**src/hdl/irbd_pkg.sv**
```systemverilog
// irbd_pkg: shared constants and types for the ir barrier deviation block
// no dependencies; imported by irbd_res_if, the divider, the top level and the bench
`timescale 1ns / 1ps
`default_nettype none

package irbd_pkg;

    localparam int REG_W     = 15;
    localparam int DEV_W     = 16;
    localparam int CFG_IDX_W = 1;

    localparam logic [REG_W-1:0] SENS_RESET = 15'd4915;
    localparam logic [REG_W-1:0] CAL_RESET  = 15'd1638;

    typedef enum logic [CFG_IDX_W-1:0] {
        CFG_SENSITIVITY = 1'b0,
        CFG_CAL_LEVEL   = 1'b1
    } t_cfg_idx;

    typedef struct packed {
        logic done;
        logic sat;
    } t_div_stat;

endpackage

`default_nettype wire

```
**src/hdl/irbd_div.sv**
```systemverilog
// irbd_div: bit-serial restoring divider, one quotient bit per cycle
// computes floor(num * 2^FRAC_BITS / den) with overflow flag; uses irbd_pkg
`timescale 1ns / 1ps
`default_nettype none

module irbd_div import irbd_pkg::*; #(
    parameter int SAMPLE_BITS = 10,
    parameter int FRAC_BITS   = 14
) (
    input  wire logic                       i_clk,
    input  wire logic                       i_rst_n,
    input  wire logic                       i_start,
    input  wire logic [2*SAMPLE_BITS-1:0]   i_num,
    input  wire logic [2*SAMPLE_BITS-1:0]   i_den,
    output t_div_stat                       o_stat,
    output logic      [FRAC_BITS+1:0]       o_quot
);
    localparam int PW    = 2 * SAMPLE_BITS;
    localparam int QW    = FRAC_BITS + 2;
    localparam int CNT_W = $clog2(QW);

    logic             r_busy;
    logic             r_done;
    logic             r_sat;
    logic [CNT_W-1:0] r_cnt;
    logic [PW-1:0]    r_rem;
    logic [PW-1:0]    r_den;
    logic [QW-1:0]    r_feed;
    logic [QW-1:0]    r_quot;

    logic [PW:0]      n_trial;
    logic [PW:0]      n_diff;
    logic             n_fits;
    logic             n_ovf;

    // quotient would need more than QW bits, or divisor is zero
    assign n_ovf   = (i_den == '0) || ({2'b00, i_num} >= {i_den, 2'b00});
    assign n_trial = {r_rem, r_feed[QW-1]};
    assign n_fits  = n_trial >= {1'b0, r_den};
    assign n_diff  = n_trial - {1'b0, r_den};

    always_ff @(posedge i_clk) begin
        if (!i_rst_n) begin
            r_busy <= 1'b0;
            r_done <= 1'b0;
        end else begin
            r_done <= 1'b0;
            if (i_start) begin
                r_den  <= i_den;
                // top bits of the dividend go straight in, they stay below den
                r_rem  <= PW'(i_num[PW-1:2]);
                r_feed <= {i_num[1:0], {FRAC_BITS{1'b0}}};
                r_cnt  <= CNT_W'(QW - 1);
                r_sat  <= n_ovf;
                if (n_ovf) begin
                    r_done <= 1'b1;
                end else begin
                    r_busy <= 1'b1;
                end
            end else if (r_busy) begin
                r_quot <= {r_quot[QW-2:0], n_fits};
                r_rem  <= n_fits ? n_diff[PW-1:0] : n_trial[PW-1:0];
                r_feed <= {r_feed[QW-2:0], 1'b0};
                r_cnt  <= r_cnt - 1'b1;
                if (r_cnt == '0) begin
                    r_busy <= 1'b0;
                    r_done <= 1'b1;
                end
            end
        end
    end

    assign o_stat.done = r_done;
    assign o_stat.sat  = r_sat;
    assign o_quot      = r_quot;

endmodule

`default_nettype wire

```
**config.mk**
```make
export PLATFORM = sky130hd
export DESIGN_NAME = irbd_div
export DESIGN_NICKNAME = d
export VERILOG_FILES = /design/src/hdl/irbd_pkg.sv /design/src/hdl/irbd_div.sv
export SDC_FILE = /design/constraint.sdc
export NUM_CORES = 1
export LEC_CHECK = 0
export ABC_CLOCK_PERIOD_IN_PS = 7220
export BUFFER_PORTS_ARGS = -buffer_cell sky130_fd_sc_hd__buf_4
export CAP_MARGIN = 20
export CORE_MARGIN = 1
export CORE_UTILIZATION = 40
export CTS_CLUSTER_SIZE = 25
export DETAILED_ROUTE_END_ITERATION = 10
export PLACE_DENSITY_LB_ADDON = 0.08
export RECOVER_POWER = 50
export SLEW_MARGIN = 20
export SYNTH_ARGS = -nofsm -noshare
export SYNTH_HDL_FRONTEND = slang
export SYNTH_SLANG_ARGS = --single-unit
```
**constraint.sdc**
```tcl
create_clock -name i_clk -period 7.22 [get_ports i_clk]
set_clock_uncertainty 0.2 [all_clocks]
set_input_delay 0.361 -clock i_clk [delete_from_list [all_inputs] [get_ports i_clk]]
set_output_delay 0.361 -clock i_clk [all_outputs]
set_load 0.05 [all_outputs]
```
==> impl_results.md <==
* Clock Tree Buf Depth at 2
* Root Buffer: clkbuf_8
* Crit end category: register
* Main synth FF type: edfxtp_1
* FILL cells at 1,063
* H-tree levels at 3
* EDFF count, synth at 63
* Final hold viol count at 0
* DRT antenna net count at 0
* Starting Density at 40.9%
* Vias at 3,571
* Routed vias/inst at 5.49
* Lkg Pwr at 0.00216 uW
* Fraction of registers with async set or reset after synthesis at 0%
* Failing checks: capacitance limit, slew limit
* Tot Pwr at 1150 uW
* Count of pins over their slew limit at 39
* CP peak stage delay at 0.81 ns
* Core area at 10,800 um2
* Die width at 107 um
* Max frequency at 286 MHz
* DRC violations left at 0
* Post-CTS setup buffers at 0
* Min Tclk post-route at 3.49 ns
* Sum Neg Setup Slack at 0 ns
* Buf/Inv on CP at 1
* Critical path fanouts, max at 9
* Status: finished with violations
* Global-route wire length before repair at 18.2 mm
* Hpwl dp at 8.84 mm
* Area Growth Syn to Fin at 18.0%
* Sink Count at 65
* Total track usage at 21.5%
* Syn Inst Count at 431
* Io pins at 61
* CP max stage cell: nor4_1
* Setup violations, final at 0
* Worst-path clk slew at 0.08 ns
* Final Cycle Share at 48.4%
* Synth unique cells at 63
* Max-cap viol count at 1
* Post-Syn Nets at 514
* CTS tree: yes
* Height of the chip at 107 um
* Clock latency on the worst-skew pair at 0.37 ns
* Most common cell after layout, fill and taps aside: edfxtp_1
* Initial drt markers at 245
* Syn_area_per_cell at 10.3 um2
* Synthesized area at 4430 um2
* Routability-driven placement congestion ratio at 0.844
* RSZ-0062 raised after global routing: no
* Setup crit start kind: register
* Vias in the first global route at 3,429
* Most frequent cells in the layout: 63 x edfxtp_1, 49 x inv_1, 39 x ha_1
* DR pass1 iterations at 5
* Slew HR at -20.7%
* PwrDens at 220 nW/um2
* # diodes at 0
* Initial antenna violation count at 0
* WL final at 11.6 mm
* WL/cell at 17.8 um
* Total congestion overflow at 0
* Crit path DAT at 3.34 ns
* Crit-path leading delay family: simple AND/OR/NAND/NOR gates
* CTS resizes at 0
* Layout cell share with drive strength beyond 1 at 9.98%
* Worst vdd ir at 0.0867 mV
* CTS Buf Count at 9
* Min-delay worst type: input pin to register
* Die ar. at 11,500 um2
* Pin count of the biggest net entering global routing at 39
* Fin nets at 589
* Synth Register Bits at 65
* Sequential cell area fraction in the yosys report at 43.6%
* Port buffer count at 60
* Row cnt at 38
* Synth warn at 0
* Setup Crit Path Kind: register to register
* Worst slew pin tran at 1.81 ns
* Cells along the critical path: ha_1 > and3_4 > and4b_1 > a2111o_1 > nor4_1 > buf_4 > o221ai_1
* Required @ worst endpoint at 7.07 ns
[cells by family (layout without fill, tap and decap cells)]
logic type	count (synthesis)	after routing	synth area share, %
flops	65	65	43.6
simple gates	117	117	13.7
buf+inv	66	146	6.41
mux	15	15	3.47
fa+ha+maj	40	40	11.5
compound gates	116	116	18.9
xor+xnor	12	12	2.37
[cell usage after synthesis, drive strengths merged (5+ instances only)]
| cell | number | area (um2) |
|---|---|---|
| edfxtp | 63 | 1890 |
| nor2b | 5 | 31.3 |
| and2 | 6 | 40.0 |
| nand4 | 6 | 37.5 |
| nand2 | 35 | 131 |
| buf | 6 | 56.3 |
| nor2 | 18 | 67.6 |
| clkbuf | 10 | 37.5 |
| xnor2 | 10 | 87.6 |
| nand2b | 6 | 37.5 |
| ha | 39 | 488 |
| o21a | 9 | 67.6 |
| nor4 | 8 | 50.1 |
| a31oi | 7 | 43.8 |
| mux2i | 12 | 120 |
| a21oi | 15 | 75.1 |
| a21o | 11 | 82.6 |
| o21ai | 25 | 125 |
| and3 | 6 | 42.5 |
| nor3 | 8 | 40.0 |
| inv | 50 | 190 |
| o211ai | 7 | 52.6 |
| a211oi | 7 | 57.6 |
[repair_timing]
item / CTS / global route
endpoints found under the setup margin: 0 / 0
hold buffers: 19 / 0
endpoints found under the hold margin: 19 / 0
[area by class of cell]
class                   instances  area, um2  area share (%)
well taps                     140        175            3.35
flip-flops and latches         65       1930            36.9
multi-input cells             300       2220            42.4
clock inverters                 7       85.1            1.63
clock buffers                   9        124            2.37
inverters                      50        190            3.64
repair buffers                 80        509            9.73
[power breakdown]
group          total (uW)  switching (uW)  internal (uW)  leakage [uW]
Combinational         351             206            145       0.00145
Sequential            460            11.9            448      0.000603
Clock                 337             146            191      0.000104
Total                1150             364            784       0.00216
[path summary, 6_finish.rpt]
path / startpoint / end / slack (ns) / cells past startpoint
worst max-delay path: r_rem[14] / r_rem[10] / 3.73 / 7
worst min-delay path: i_num[0] / r_feed[14] / 0.09 / 2
worst max register to register: r_rem[14] / r_rem[10] / 3.73 / 7
worst min register to register: o_quot[0] / o_quot[1] / 0.25 / 0
[routing by layer]
layer	vias to the layer above	wire (um)	GRT usage, %
met2	95	5270	34.3
met1	1690	5580	29.2
met4	0	150	6.75
li1	1771	-	-
met3	15	562	4.66
met5	-	0	0
[worst register-to-register path, stage by stage (launching register included)]
cell      delay [ns]
edfxtp_1        0.42
ha_1            0.44
and3_4          0.22
and4b_1         0.22
a2111o_1        0.50
nor4_1          0.81
buf_4           0.27
o221ai_1        0.11
[metrics by stage]
step / instances / hold WS (ns) / setup slack [ns] / cell area, um2 / utilization [%]
2_1_floorplan: 431 / 0.249 / 4.20 / 4430 / -
3_3_place_gp: 616 / 0.237 / 3.88 / 4970 / 45.9
3_5_place_dp: 616 / 0.238 / 3.79 / 4970 / 45.9
4_1_cts: 651 / 0.0126 / 3.77 / 5370 / 49.5
5_1_grt: 651 / 0.107 / 3.53 / 5230 / 48.3
6_report: 651 / 0.0900 / 3.73 / 5230 / 48.3
[flip-flops by register name, indices dropped and copies added (netlist names)]
register and cells:
o_quot 16, r_busy 1, r_cnt 4, r_den 20, r_done 1, r_feed 2, r_rem 20, r_sat 1
Power figures use the tool's default switching activity.
